--- config.mk ---
export PLATFORM = sky130hd
export DESIGN_NAME = lav_fifo
export DESIGN_NICKNAME = d
export VERILOG_FILES = /design/src/hw/rtl/lav_fifo.sv
export SDC_FILE = /design/constraint.sdc
export NUM_CORES = 1
export LEC_CHECK = 0
export ABC_AREA = 1
export BUFFER_PORTS_ARGS = -buffer_cell sky130_fd_sc_hd__buf_2
export CAP_MARGIN = 20
export CORE_MARGIN = 2
export CORE_UTILIZATION = 40
export CTS_BUF_LIST = sky130_fd_sc_hd__clkbuf_8 sky130_fd_sc_hd__clkbuf_16
export DETAILED_ROUTE_END_ITERATION = 7
export GPL_TIMING_DRIVEN = 0
export HOLD_SLACK_MARGIN = 0.05
export PLACE_DENSITY = 0.73
export SLEW_MARGIN = 20
export SYNTH_ARGS = -nofsm -noshare
export SYNTH_HDL_FRONTEND = slang
export SYNTH_SLANG_ARGS = --single-unit
--- constraint.sdc ---
create_clock -name clk -period 3.8 [get_ports clk]
set_input_delay 0.19 -clock clk [delete_from_list [all_inputs] [get_ports clk]]
set_output_delay 0.19 -clock clk [all_outputs]
set_load 0.01 [all_outputs]
--- src/hw/rtl/lav_fifo.sv ---
// Small register FIFO used between front and back and on the result side.
module lav_fifo #(
  parameter int WIDTH = 8,
  parameter int DEPTH = 2
) (
  input  logic             clk,
  input  logic             rst,
  input  logic             push,
  input  logic [WIDTH-1:0] wdata,
  output logic             full,
  input  logic             pop,
  output logic [WIDTH-1:0] rdata,
  output logic             empty
);
  localparam int PW = (DEPTH > 1) ? $clog2(DEPTH) : 1;
  localparam int CW = $clog2(DEPTH + 1);

  logic [WIDTH-1:0] mem [0:DEPTH-1];
  logic [PW-1:0]    wptr;
  logic [PW-1:0]    rptr;
  logic [CW-1:0]    count;
  logic             do_push;
  logic             do_pop;

  assign full    = (count == CW'(DEPTH));
  assign empty   = (count == '0);
  assign do_push = push && !full;
  assign do_pop  = pop && !empty;
  assign rdata   = mem[rptr];

  always_ff @(posedge clk) begin
    if (rst) begin
      wptr  <= '0;
      rptr  <= '0;
      count <= '0;
    end else begin
      if (do_push) begin
        wptr <= (wptr == PW'(DEPTH - 1)) ? '0 : wptr + 1'b1;
      end
      if (do_pop) begin
        rptr <= (rptr == PW'(DEPTH - 1)) ? '0 : rptr + 1'b1;
      end
      if (do_push && !do_pop) begin
        count <= count + 1'b1;
      end else if (do_pop && !do_push) begin
        count <= count - 1'b1;
      end
    end
  end

  always_ff @(posedge clk) begin
    if (do_push) begin
      mem[wptr] <= wdata;
    end
  end

endmodule

==> impl_metrics.json <==
{
  "grt_remaining_overflow": 0,
  "status": "finished, final reports clean",
  "postPlaceCellArea_um2": 967,
  "slowest_stage": "nor2_1",
  "floorplan.core_area_um2": 1960,
  "max_cap_viol_count": 0,
  "fp.dieH_um": 49.5,
  "synth_area_per_inst_um2": 13.4,
  "wirelength_um": 1220,
  "postSynthNetCount": 75,
  "timing.critical_path.buf_inv": 0,
  "post_drt_via_cell_ratio": 4.46,
  "wl_per_cell_um": 10.7,
  "post_cts_resized": 0,
  "yosys.cell_count.top_type": "edfxtp_1",
  "netlist_instances": 62,
  "ys_ff_latch": 21,
  "slew_headroom_pct": 54.9,
  "switching_share_pct": 30.3,
  "internal_power_uw": 455,
  "powerDensity_nw_per_um2": 644,
  "postLayoutCellArea_um2": 1010,
  "setup_viol": 0,
  "finalWeightedCongestion": 0.689,
  "synth_area_leaders": "edfxtp_1 58%, dfxtp_1 12%, mux2_2 11%, nor2_1 4.1%, inv_1 3.2%",
  "postSynth.asyncResetShare_pct": 0,
  "layout-drive-gt1-share_pct": 44.8,
  "area_delta_synth_final_pct": 22.4,
  "final_period_minus_worst_setup_slack_ns": 1.53,
  "io_pins": 22,
  "path_cells": "o21ai_2 > nor2_1",
  "final.setup_skew_ns": 0.00398,
  "clk-insertion-delay-late_ns": 0.25,
  "max_stage_delay_ns": 0.53,
  "place.port_buffers": 21,
  "synthDominantCellAreaShare_pct": 58.0,
  "maxSlewViolCount": 0,
  "first_pass_iters": 4,
  "clk_pin_slew_worst_paths_ns": 0.07,
  "dominantRegCellSynth": "edfxtp_1",
  "track_usage_pct": 10.9,
  "synth_edf_count": 16,
  "finalCritPeriodShare_pct": 40.2,
  "cp_top_family": "simple AND/OR/NAND/NOR gates",
  "min_path_type": "in2reg",
  "power_frac_seq_pct": 48.6,
  "drtAntennaViolNets": 0,
  "clock_sink_count": 21,
  "design.die.area_um2": 2450,
  "route.vias.total": 509,
  "rrSetupSlack_ns": 2.27,
  "htree_num_levels": 1,
  "cts_tree": "yes",
  "maxClockFrequency_mhz": 655,
  "route.detailed.drc": 0,
  "detailedPlacementHpwl_um": 857,
  "diodes_inserted": 0,
  "wire_length_of_the_first_global_routing_pass_um": 2030,
  "share_comb_of_total_power_pct": 30.0,
  "synth.largest_area_cell": "edfxtp_1",
  "report.power.total_uw": 653,
  "critical_path_source_type": "flop",
  "postCtsSetupBuffers": 0,
  "path_max_fanout": 8,
  "max_slew.worst_pin.slew_ns": 0.675,
  "drt_first_iter_violations": 6,
  "ys.warnings.count": 0,
  "vdd.ir_drop.worst_v": 0.000390,
  "fraction_of_the_yosys_area_taken_by_sequential_cells_pct": 70.1,
  "tritoncts_buffers": 3,
  "syn_area_um2": 828,
  "clockPowerShare_pct": 21.4,
  "first_global_vias": 481,
  "floorplan.initialDensity_pct": 42.2,
  "hold_ws_ns": 0.122,
  "synth.cells.most_frequent": "16 x edfxtp_1, 9 x nor2_1, 8 x mux2_2",
  "finalHoldViolCount": 0,
  "ctsLongestPathBuffers": 2,
  "ctsRootBufferMaster": "clkbuf_8",
  "grt_start_max_net_pins": 13,
  "die_w_um": 49.5,
  "post_cts_hold_buffer_count": 0,
  "num_rows": 16,
  "final_nets": 101,
  "p_switching_uw": 198,
  "finalSetupTns_ns": 0,
  "critPathRequiredTime_ns": 3.69,
  "grt_setup_unrepaired": "false",
  "antenna_found_initial": 0,
  "leakage_uw": 0.000421,
  "critical_path.endpoint_type": "flop",
  "timing.setup.critical_path_class": "reg2reg",
  "netlist-cell-type-count": 16,
  "worst-endpoint-arrival_ns": 1.42
}
metal layers:
layer | up-vias | part of all wire, % | track usage, %
li1 | 263 | - | -
met1 | 226 | 43 | 13.1
met2 | 18 | 49 | 18.7
met3 | 2 | 5.7 | 2.12
met4 | 0 | 1.5 | 5.56
met5 | - | 0 | 0
area by class of cell:
class	count	area, um^2
plain buffers	1	5.00
clock buffers	3	41.3
clock inverters	1	5.00
fillers	199	948
inverters	9	33.8
multi-input cells	31	209
flip-flops and latches	21	581
well taps	27	33.8
repair buffers	21	105
layout by cell type, fill, tap and decap left out:
cell / n
edfxtp_1: 16
and2_4: 1
o21ai_0: 2
inv_2: 2
dfxtp_1: 5
nor2_1: 9
mux2_2: 8
inv_1: 7
a21oi_1: 1
o21ai_2: 2
ha_1: 1
nand3_1: 1
o21ai_1: 1
nand4_1: 1
nand2_1: 4
clkbuf_8: 3
clkinv_2: 1
buf_2: 22
logic make-up after synthesis:
logic type	Yosys count	synth area share [%]
fa+ha+maj	1	1.51
mux	8	10.9
compound gates	6	4.53
simple gates	16	8.31
buf+inv	10	4.68
flops	21	70.1
registers in the layout, summed over array words and instances, names as in the netlist, named ones only:
register  flops
mem          16
rptr          1
wptr          1
count         2
stage by stage:
step | worst slack, ns | util, % | instances
6_report | 2.27 | 51.7 | 114
5_1_grt | 2.11 | 51.7 | 114
4_1_cts | 2.26 | 51.7 | 114
3_5_place_dp | 2.26 | 49.3 | 110
3_3_place_gp | 2.27 | 49.3 | 110
2_1_floorplan | 2.48 | - | 62
final timing paths:
kind,startpoint,endpoint,cells past startpoint
worst max-delay path,count[0],mem[1][5],2
worst min-delay path,wdata[2],mem[0][2],1
worst max register to register,count[0],mem[1][5],2
worst min register to register,wptr,wptr,2
worst reg2reg max path: stages (launching register included):
cell	delay, ns
dfxtp_1	0.49
o21ai_2	0.14
nor2_1	0.53
power groups by stage:
stage	combinational, uW	sequential (uW)	clock (uW)
finish	196	317	140
global route	219	323	155
CTS	199	318	145
detailed placement	197	323	0
global placement	192	320	0
floorplan	141	317	0
No activity file was read; power rests on OpenSTA's default activity.
