$ cat config.mk
export PLATFORM = sky130hd
export DESIGN_NAME = lav_front
export DESIGN_NICKNAME = d
export VERILOG_FILES = /design/src/hw/rtl/lav_pkg.sv /design/src/hw/rtl/lav_front.sv
export SDC_FILE = /design/constraint.sdc
export NUM_CORES = 1
export LEC_CHECK = 0
export BUFFER_PORTS_ARGS = -buffer_cell sky130_fd_sc_hd__buf_4
export CORE_ASPECT_RATIO = 1.4
export CORE_UTILIZATION = 40
export DETAILED_ROUTE_END_ITERATION = 8
export PLACE_DENSITY = 0.73
export SETUP_SLACK_MARGIN = 0.5
export SYNTH_ARGS = -nofsm -noshare
export SYNTH_HDL_FRONTEND = slang
export SYNTH_SLANG_ARGS = --single-unit
$ cat constraint.sdc
create_clock -name vclk -period 14
set_clock_uncertainty 0.2 [all_clocks]
set_input_delay 2.8 -clock vclk [all_inputs]
set_output_delay 2.8 -clock vclk [all_outputs]
set_load 0.03 [all_outputs]
$ cat src/hw/rtl/lav_pkg.sv
// Shared types and constants for the look-at view matrix block.
package lav_pkg;

  localparam int FRACTION_BITS_DEF = 16;
  localparam int REG_IDX_W         = 2;

  localparam logic [REG_IDX_W-1:0] REG_UP_X = 2'd0;
  localparam logic [REG_IDX_W-1:0] REG_UP_Y = 2'd1;
  localparam logic [REG_IDX_W-1:0] REG_UP_Z = 2'd2;

  typedef struct packed {
    logic signed [31:0] eye_x;
    logic signed [31:0] eye_y;
    logic signed [31:0] eye_z;
    logic signed [31:0] target_x;
    logic signed [31:0] target_y;
    logic signed [31:0] target_z;
  } camera_t;

  typedef struct packed {
    logic [1:0]         row_index;
    logic signed [31:0] col0;
    logic signed [31:0] col1;
    logic signed [31:0] col2;
    logic signed [31:0] col3;
    logic               degenerate;
    logic               last_row;
  } row_t;

  // Classified camera update handed from front to back.
  typedef struct packed {
    logic [2:0][31:0] eye;
    logic [2:0][32:0] mag;
    logic [2:0]       neg;
    logic             degen;
  } cmd_t;

endpackage

$ cat src/hw/rtl/lav_front.sv
// Front end: takes camera updates, forms eye minus target and flags eye == target.
module lav_front (
  input  lav_pkg::camera_t camera,
  input  logic             push,
  output logic             full,
  input  logic             cmd_full,
  output logic             cmd_push,
  output lav_pkg::cmd_t    cmd
);
  import lav_pkg::*;

  logic signed [2:0][32:0] diff;

  assign full     = cmd_full;
  assign cmd_push = push && !cmd_full;

  always_comb begin
    diff[0] = 33'(camera.eye_x) - 33'(camera.target_x);
    diff[1] = 33'(camera.eye_y) - 33'(camera.target_y);
    diff[2] = 33'(camera.eye_z) - 33'(camera.target_z);
    cmd.eye[0] = camera.eye_x;
    cmd.eye[1] = camera.eye_y;
    cmd.eye[2] = camera.eye_z;
    for (int i = 0; i < 3; i++) begin
      cmd.neg[i] = diff[i][32];
      cmd.mag[i] = diff[i][32] ? (33'd0 - diff[i]) : diff[i];
    end
    cmd.degen = (diff[0] == '0) && (diff[1] == '0) && (diff[2] == '0);
  end

endmodule

==> summary.txt, run 1 <==
Run status
  – Outcome: finished clean

STA
  – Final hold violation count: 0
  – Slew @ Worst Pin: 1100 ps
  – Setup TNS Final: 0 ps
  – Crit share post-route: 74.1%
  – Max Fclk: 0.0964 GHz
  – Fin crit period: 10370 ps
  – Rel. slew slack: 26.5%
  – # setup viols final: 0
  – RSZ-0062 raised after global routing: no
  – Pins Over Slew Limit: 0

Global route
  – Gr usage total: 26.5%
  – Number of global-route vias before repair: 10702
  – First-pass GRT wire length: 53100 µm
  – Initial antenna violation count: 1
  – Largest net degree at the start of global routing: 27
  – Total gr overflow: 0

Floorplan
  – Boundary Pins: 395
  – Die Ht: 183 µm
  – Core area: 23100 µm²
  – Row count: 66
  – Die W: 132 µm
  – Die area: 24100 µm²
  – Initial Utilization: 40.6%

Yosys
  – Register area share after synthesis: 0%
  – Synth cell types: 85
  – Most frequent cell after synthesis: inv_1
  – Syn_nets: 1739
  – Syn Area/Cell: 6.52 µm²
  – Synth Cell Area: 9390 µm²
  – Post-Synthesis Cells: 1441
  – Top cells by area, synth: ha_1 (13%), xnor2_1 (8.6%), buf_4 (7.8%)
  – Compound-Gate Fraction of Synth Area: 31.4%
  – Mux cell area share after synthesis: 0.546%
  – Leading area contributor after synthesis: ha_1
  – Post-synthesis adder-cell area fraction: 14.1%
  – Xor/xnor cell area share of the yosys netlist: 14.0%
  – Yosys warns: 0
  – Largest family of logic cells by synthesized area: compound AO/OA/AOI/OAI gates
  – Synth top area share: 13.5%
  – Synth cell count leaders: inv_1 (138), a21oi_1 (133), nand2_1 (121)
  – Post-synthesis simple-gate area fraction: 24.6%

Pwr
  – Logic pwr share: 100.0%
  – Max rail drop VDD: 0.0678 mV
  – Sequential Power Share: 0%
  – Switch Pwr: 0.000624 W
  – Net Sw Frac: 63.0%
  – Clock power frac: 0%
  – Total power: 0.000990 W
  – Int Pwr: 0.000367 W
  – P_leak: 5.77 nW
  – Pwr per Cell Area: 83.5 nW/µm²

Finish
  – Register area: 0 µm²
  – Fillers: 2403
  – Clock buffer cells: 0
  – NumNets Final: 1991
  – Area Overhead vs Synth: 26.2%
  – Share of post-route cells with drive strength above 1: 25.3%
  – Seq Cell Count: 0

Worst setup path
  – Crit path arrival time: 7370 ps
  – Setup Crit Path Kind: input port to output pin
  – CP endpoint kind: output pin
  – Worst setup SP type: input port
  – Worst setup path start: camera[128]
  – Critical path peak fanout: 18
  – Critical Path End: cmd[64]
  – CP required: 11000 ps

Job
  – Max cap viols: 0

Placed design
  – Port Buffer Count: 395
  – HPWL Detailed: 29500 µm
  – RePlAce Congestion: 1.06

Drt
  – Vias per inst: 5.72
  – Vias: 11430
  – Drt drc: 0
  – Final ANT Viol Nets: 0
  – DR iter-0 viols: 694
  – Routed wire per std cell: 17.1 µm
  – Post-Route WL: 34200 µm
  – Drt pass-1 iters: 5

Clock tree
  – CTS Hold Bufs: 0
  – Post CTS Setup Buffer Count: 0
  – Post_cts resized: 0

Hold path
  – Hold Crit Start: cmd_full
  – Worst hold path class: input port to output pin
==> cells in the final DEF (no fill, tap or decap), types with 6 or more instances in the layout <==
| cell | Yosys | routed |
|---|---|---|
| a211oi_1 | 15 | 15 |
| a21boi_0 | 9 | 9 |
| a21o_1 | 34 | 34 |
| a21oi_1 | 133 | 133 |
| a31oi_1 | 32 | 31 |
| a41oi_1 | 7 | 6 |
| and2_1 | 19 | 19 |
| and3_1 | 19 | 19 |
| and4_1 | 9 | 9 |
| buf_4 | 97 | 397 |
| ha_1 | 101 | 101 |
| inv_1 | 138 | 138 |
| nand2_1 | 121 | 121 |
| nand2b_1 | 10 | 10 |
| nand3_1 | 30 | 30 |
| nand4_1 | 33 | 33 |
| nor2_1 | 91 | 91 |
| nor2b_1 | 16 | 16 |
| nor3_1 | 36 | 36 |
| nor3b_1 | 7 | 7 |
| nor4_1 | 10 | 10 |
| o211a_1 | 6 | 6 |
| o211ai_1 | 16 | 16 |
| o21a_1 | 10 | 10 |
| o21ai_0 | 88 | 88 |
| o21bai_1 | 14 | 14 |
| o31ai_1 | 13 | 12 |
| or3_1 | 15 | 15 |
| xnor2_1 | 92 | 92 |
| xor2_1 | 58 | 58 |
==> layout make-up <==
cell class                 count  area (µm²)  area share (%)
antenna                        1        2.50          0.0211
inverter                     139         522            4.40
multi-input combinational   1155        7970            67.2
tap                          306         383            3.23
timing repair buffer         397        2980            25.1
==> routing by layer <==
layer | vias up | GRT usage [%] | part of all wire [%] | wire length [µm]
met5 | - | 0 | 0 | 0
met4 | 0 | 9.67 | 3.8 | 1310
met3 | 73 | 3.04 | 7.1 | 2440
met2 | 526 | 52.6 | 52 | 17900
met1 | 5225 | 28.3 | 37 | 12600
li1 | 5606 | - | - | -
==> critical path, stage by stage <==
cell,delay [ps]
buf_4,80
inv_1,50
ha_1,190
fa_1,440
nand2b_1,220
a211oi_1,480
o21ai_1,180
a21oi_1,350
nor3_1,120
o21ai_0,190
nand4_1,130
a41oi_2,780
inv_1,570
o21ai_1,260
xor2_1,310
buf_4,230
==> kinds of logic after synthesis <==
logic type                 Yosys count
buffers and inverters              286
muxes                                5
xor gates and xnor gates           150
adders and majority gates          104
and+or+nand+nor                    448
AOI/OAI and AO/OA                  448
==> worst min path at each step <==
stage          cells after the start       end
5_1_grt                            2  cmd[115]
3_3_place_gp                       2      full
6_report                           2      full
4_1_cts                            2      full
3_5_place_dp                       2      full
2_1_floorplan                      1  cmd_push
==> power by group through the flow <==
stage,logic (W),registers (W),clock network [W]
after CTS,0.000985,0,0
after global placement,0.000977,0,0
final,0.000990,0,0.00000000000956
after detailed placement,0.000980,0,0
after floorplan,0.000662,0,0
after global routing,0.00105,0,0
==> stage by stage <==
stage               setup WS [ps]  area (µm²)  std cells  utilization, %  hold WS [ps]
global route                 3280       11900       1997            51.3          5630
finish                       3630       11900       1998            51.3          5630
detailed placement           3740       11900       1997            51.3          5630
CTS                          3700       11900       1997            51.3          5630
global placement             3760       11900       1997            51.3          5630
floorplan                    4490        9390       1441               -          5510
Power figures use the tool's default switching activity.
==> run 2, diff against run 1 <==
Clock period 14 ns to 10.9 ns, I/O delays scaled along.
==> summary.txt, run 2 (synthesis gave the netlist of run 1 again) <==
Finish
  – Area of the multi-input gates: 7970 µm²
  – Commonest non-fill, non-tap cells in the layout: buf_4 (397), inv_1 (138), a21oi_1 (133)
  – Fillers: 2403
  – Seq Cell Count: 0
  – Design area: 11900 µm²
  – NumNets Final: 1991
  – Area Overhead vs Synth: 26.2%
  – Commonest non-fill, non-tap cell in the layout: buf_4
  – Share of post-route cells with drive strength above 1: 25.3%
  – Register area: 0 µm²
  – Clock buffer cells: 0

STA
  – Final hold violation count: 0
  – Setup TNS Final: 0 ps
  – Worst Setup Slack, final: 1800 ps
  – Crit share post-route: 83.5%
  – Hold Slack: 4390 ps
  – Fin crit period: 9100 ps
  – Pins Over Slew Limit: 0
  – Max Fclk: 0.110 GHz
  – RSZ-0062 raised after global routing: no
  – Slew @ Worst Pin: 1040 ps
  – Rel. slew slack: 30.5%
  – # setup viols final: 0

Worst setup path
  – Setup Crit Path Kind: input port to output pin
  – CP endpoint kind: output pin
  – CP max-delay cell: a41oi_2
  – Crit path arrival time: 6720 ps
  – Crit path largest cell delay: 800 ps
  – Critical path peak fanout: 18
  – Crit-path cells: buf_4 -> inv_1 -> ha_1 -> fa_1 -> nand2b_1 -> a211oi_1 -> o21ai_1 -> a21oi_1 -> nor3_1 -> o21ai_0 -> nand4_1 -> a41oi_2 -> inv_1 -> o21ai_1 -> xor2_1 -> buf_4
  – CP required: 8520 ps
  – Worst setup SP type: input port

Floorplan
  – Boundary Pins: 395
  – Core area: 23100 µm²
  – Row count: 66
  – Initial Utilization: 40.6%
  – Die Ht: 183 µm
  – Die area: 24100 µm²
  – Die W: 132 µm

Pwr
  – Max rail drop VDD: 0.0858 mV
  – Switch Pwr: 0.000804 W
  – Pwr per Cell Area: 107 nW/µm²
  – P_leak: 5.77 nW
  – Sequential Power Share: 0%
  – Net Sw Frac: 63.1%
  – Logic pwr share: 100.0%
  – Int Pwr: 0.000471 W
  – Clock power frac: 0%

Placed design
  – Port Buffer Count: 395
  – Placement Setup Slack: 1880 ps
  – HPWL Detailed: 29700 µm
  – RePlAce Congestion: 1.06
  – Cell Area, Placed: 11900 µm²

Run status
  – Outcome: finished clean

Clock tree
  – Post CTS Setup Buffer Count: 0
  – CTS Hold Bufs: 0
  – Post_cts resized: 0

Drt
  – Post-Route WL: 34300 µm
  – DR iter-0 viols: 690
  – Vias: 11543
  – Drt pass-1 iters: 5
  – Drt drc: 0
  – Routed wire per std cell: 17.2 µm
  – Vias per inst: 5.78
  – Final ANT Viol Nets: 0

Global route
  – Number of global-route vias before repair: 10772
  – Total gr overflow: 0
  – Initial antenna violation count: 1
  – First-pass GRT wire length: 53200 µm
  – Gr usage total: 26.6%
  – Largest net degree at the start of global routing: 27

Hold path
  – Worst hold path class: input port to output pin

Job
  – Max cap viols: 0
run 2: cell counts in the layout (fill, tap and decap cells not counted):
Identical to the previous run, type by type.
run 2: power by group through the flow:
stage / sequential, W / clock, W / combinational (W)
after floorplan: 0 / 0 / 0.000850
after global placement: 0 / 0 / 0.00126
after detailed placement: 0 / 0 / 0.00126
after CTS: 0 / 0 / 0.00126
after global routing: 0 / 0 / 0.00135
final: 0 / 0.0000000000123 / 0.00127
run 2: critical path, delay by kind of cell:
kind,cells,cell delay [ps]
AOI/OAI and AO/OA,6,2180
xor gates and xnor gates,1,320
buffers and inverters,4,940
and+or+nand+nor,3,450
adders and majority gates,2,620
run 2: layer usage:
layer  vias to the layer above  global-route usage [%]  share of wire (%)  wire, µm
met4                         0                    10.2                4.2      1440
met3                        94                    3.07                7.1      2440
li1                       5602                       -                  -         -
met5                         -                       0                  0         0
met2                       581                    52.2                 52     18000
met1                      5266                    28.7                 36     12500
run 2: area by class of cell:
class	count	area share (%)
Antenna cell	1	0.0211
Inverter	139	4.40
Multi-Input combinational cell	1155	67.2
Tap cell	306	3.23
Timing Repair Buffer	397	25.1
run 2: path summary, 6_finish.rpt:
kind	cells past startpoint	end	from	slack (ps)
min	2	full	cmd_full	4390
max	16	cmd[64]	camera[128]	1800
run 2: per-stage QoR:
stage,utilization [%],cells,total power [W]
global route,51.3,1997,0.00135
finish,51.3,1998,0.00127
floorplan,-,1441,0.000850
detailed placement,51.3,1997,0.00126
global placement,51.3,1997,0.00126
CTS,51.3,1997,0.00126
==> run 3, diff against run 2 <==
Clock period 10.9 ns to 9.52 ns, I/O delays scaled along.
==> summary.txt, run 3 (synthesis gave the netlist of run 1 again) <==
Drt
  – Drt pass-1 iters: 5
  – Vias per inst: 5.71
  – Drt drc: 0
  – Vias: 11428
  – Post-Route WL: 34900 µm
  – DR iter-0 viols: 705
  – Routed wire per std cell: 17.5 µm
  – Final ANT Viol Nets: 0

Finish
  – Seq Cell Count: 0
  – Fillers: 2428
  – Area Overhead vs Synth: 26.4%
  – Register area: 0 µm²
  – Clock buffer cells: 0
  – Commonest non-fill, non-tap cells in the layout: buf_4 (399), inv_1 (138), a21oi_1 (133)
  – Non-Filler Instances: 2000
  – Share of post-route cells with drive strength above 1: 25.4%
  – Commonest non-fill, non-tap cell in the layout: buf_4
  – NumNets Final: 1993

Worst setup path
  – Crit path arrival time: 6380 ps
  – Crit path largest cell delay: 730 ps
  – Critical Path End: cmd[0]
  – Worst setup path start: camera[160]
  – Buffer and inverter count on the worst path: 3
  – Critical path peak fanout: 6
  – Critical Path Stages: 15
  – Worst setup SP type: input port
  – CP required: 7420 ps
  – Most frequent CP cell: buf_4
  – CP delay by family, top: simple AND/OR/NAND/NOR gates
  – Crit-path cells: buf_4 -> inv_1 -> ha_1 -> fa_1 -> nand2b_1 -> a21oi_1 -> o21ai_1 -> xnor2_1 -> or3_1 -> nor4_1 -> nand4_1 -> nor3_1 -> nand4bb_1 -> nor4_2 -> buf_4
  – CP max-delay cell: nor4_1
  – Setup Crit Path Kind: input port to output pin
  – CP endpoint kind: output pin

Pwr
  – Int Pwr: 0.000539 W
  – Sequential Power Share: 0%
  – Pwr per Cell Area: 123 nW/µm²
  – Max rail drop VDD: 0.0878 mV
  – Logic pwr share: 100.0%
  – Net Sw Frac: 63.1%
  – P_leak: 5.78 nW
  – Clock power frac: 0%
  – Switch Pwr: 0.000924 W

Global route
  – Grt met3 use: 3.07%
  – Grt met1 use: 28.9%
  – Total gr overflow: 0
  – M2 GR Usage: 53.6%
  – Largest net degree at the start of global routing: 27
  – Busiest layer in global routing: met2
  – Number of global-route vias before repair: 10647
  – Initial antenna violation count: 1
  – Gr usage total: 26.9%
  – First-pass GRT wire length: 53600 µm

STA
  – Rel. slew slack: 36.8%
  – Max Fclk: 0.118 GHz
  – RSZ-0062 raised after global routing: no
  – # setup viols final: 0
  – Pins Over Slew Limit: 0
  – Hold Slack: 3830 ps
  – Fin crit period: 8480 ps
  – Setup TNS Final: 0 ps
  – Slew @ Worst Pin: 936 ps
  – Worst Setup Slack, final: 1040 ps
  – Crit share post-route: 89.1%
  – Final hold violation count: 0

Placed design
  – RePlAce Congestion: 0.967
  – HPWL Detailed: 30400 µm
  – Port Buffer Count: 395
  – Placement Setup Slack: 1120 ps
  – Number of cells after detailed placement: 1999

Job
  – Max cap viols: 0

Floorplan
  – Die W: 132 µm
  – Core area: 23100 µm²
  – Die area: 24100 µm²
  – Die Ht: 183 µm
  – Initial Utilization: 40.6%
  – Boundary Pins: 395
  – Row count: 66

Clock tree
  – Post_cts resized: 0
  – Post CTS Setup Buffer Count: 0
  – CTS Hold Bufs: 0

Run status
  – Outcome: finished clean

Hold path
  – Worst hold path class: input port to output pin
[run 3: layout make-up]
class	count	area (µm²)	area share (%)
multi-input combinational	1155	7970	67.1
tap	306	383	3.22
inverter	139	522	4.39
timing repair buffer	399	3000	25.2
antenna	1	2.50	0.0211
[run 3: worst min path at each step]
stage	start	to	slack (ps)	depth (start not counted)
finish	cmd_full	full	3830	2
global route	camera[128]	cmd[135]	3840	2
CTS	camera[96]	cmd[167]	3840	2
floorplan	cmd_full	cmd_push	3720	1
detailed placement	camera[96]	cmd[167]	3840	2
global placement	cmd_full	full	3830	2
[run 3: per-stage QoR]
| stage | utilization [%] | power [W] | area (µm²) |
|---|---|---|---|
| after floorplan | - | 0.000974 | 9390 |
| after global placement | 51.3 | 0.00145 | 11900 |
| after detailed placement | 51.3 | 0.00145 | 11900 |
| after CTS | 51.3 | 0.00146 | 11900 |
| after global routing | 51.3 | 0.00155 | 11900 |
| final | 51.3 | 0.00146 | 11900 |
[run 3: power by group through the flow]
| stage | Sequential [W] | Combinational (W) | Clock (W) |
|---|---|---|---|
| after CTS | 0 | 0.00146 | 0 |
| after global placement | 0 | 0.00145 | 0 |
| after floorplan | 0 | 0.000974 | 0 |
| after global routing | 0 | 0.00155 | 0 |
| final | 0 | 0.00146 | 0.0000000000140 |
| after detailed placement | 0 | 0.00145 | 0 |
[run 3: layer usage]
| metal | share of wire (%) | wire (µm) |
|---|---|---|
| met4 | 3.4 | 1200 |
| met5 | 0 | 0 |
| met3 | 6.2 | 2150 |
| met2 | 53 | 18500 |
| met1 | 37 | 13000 |
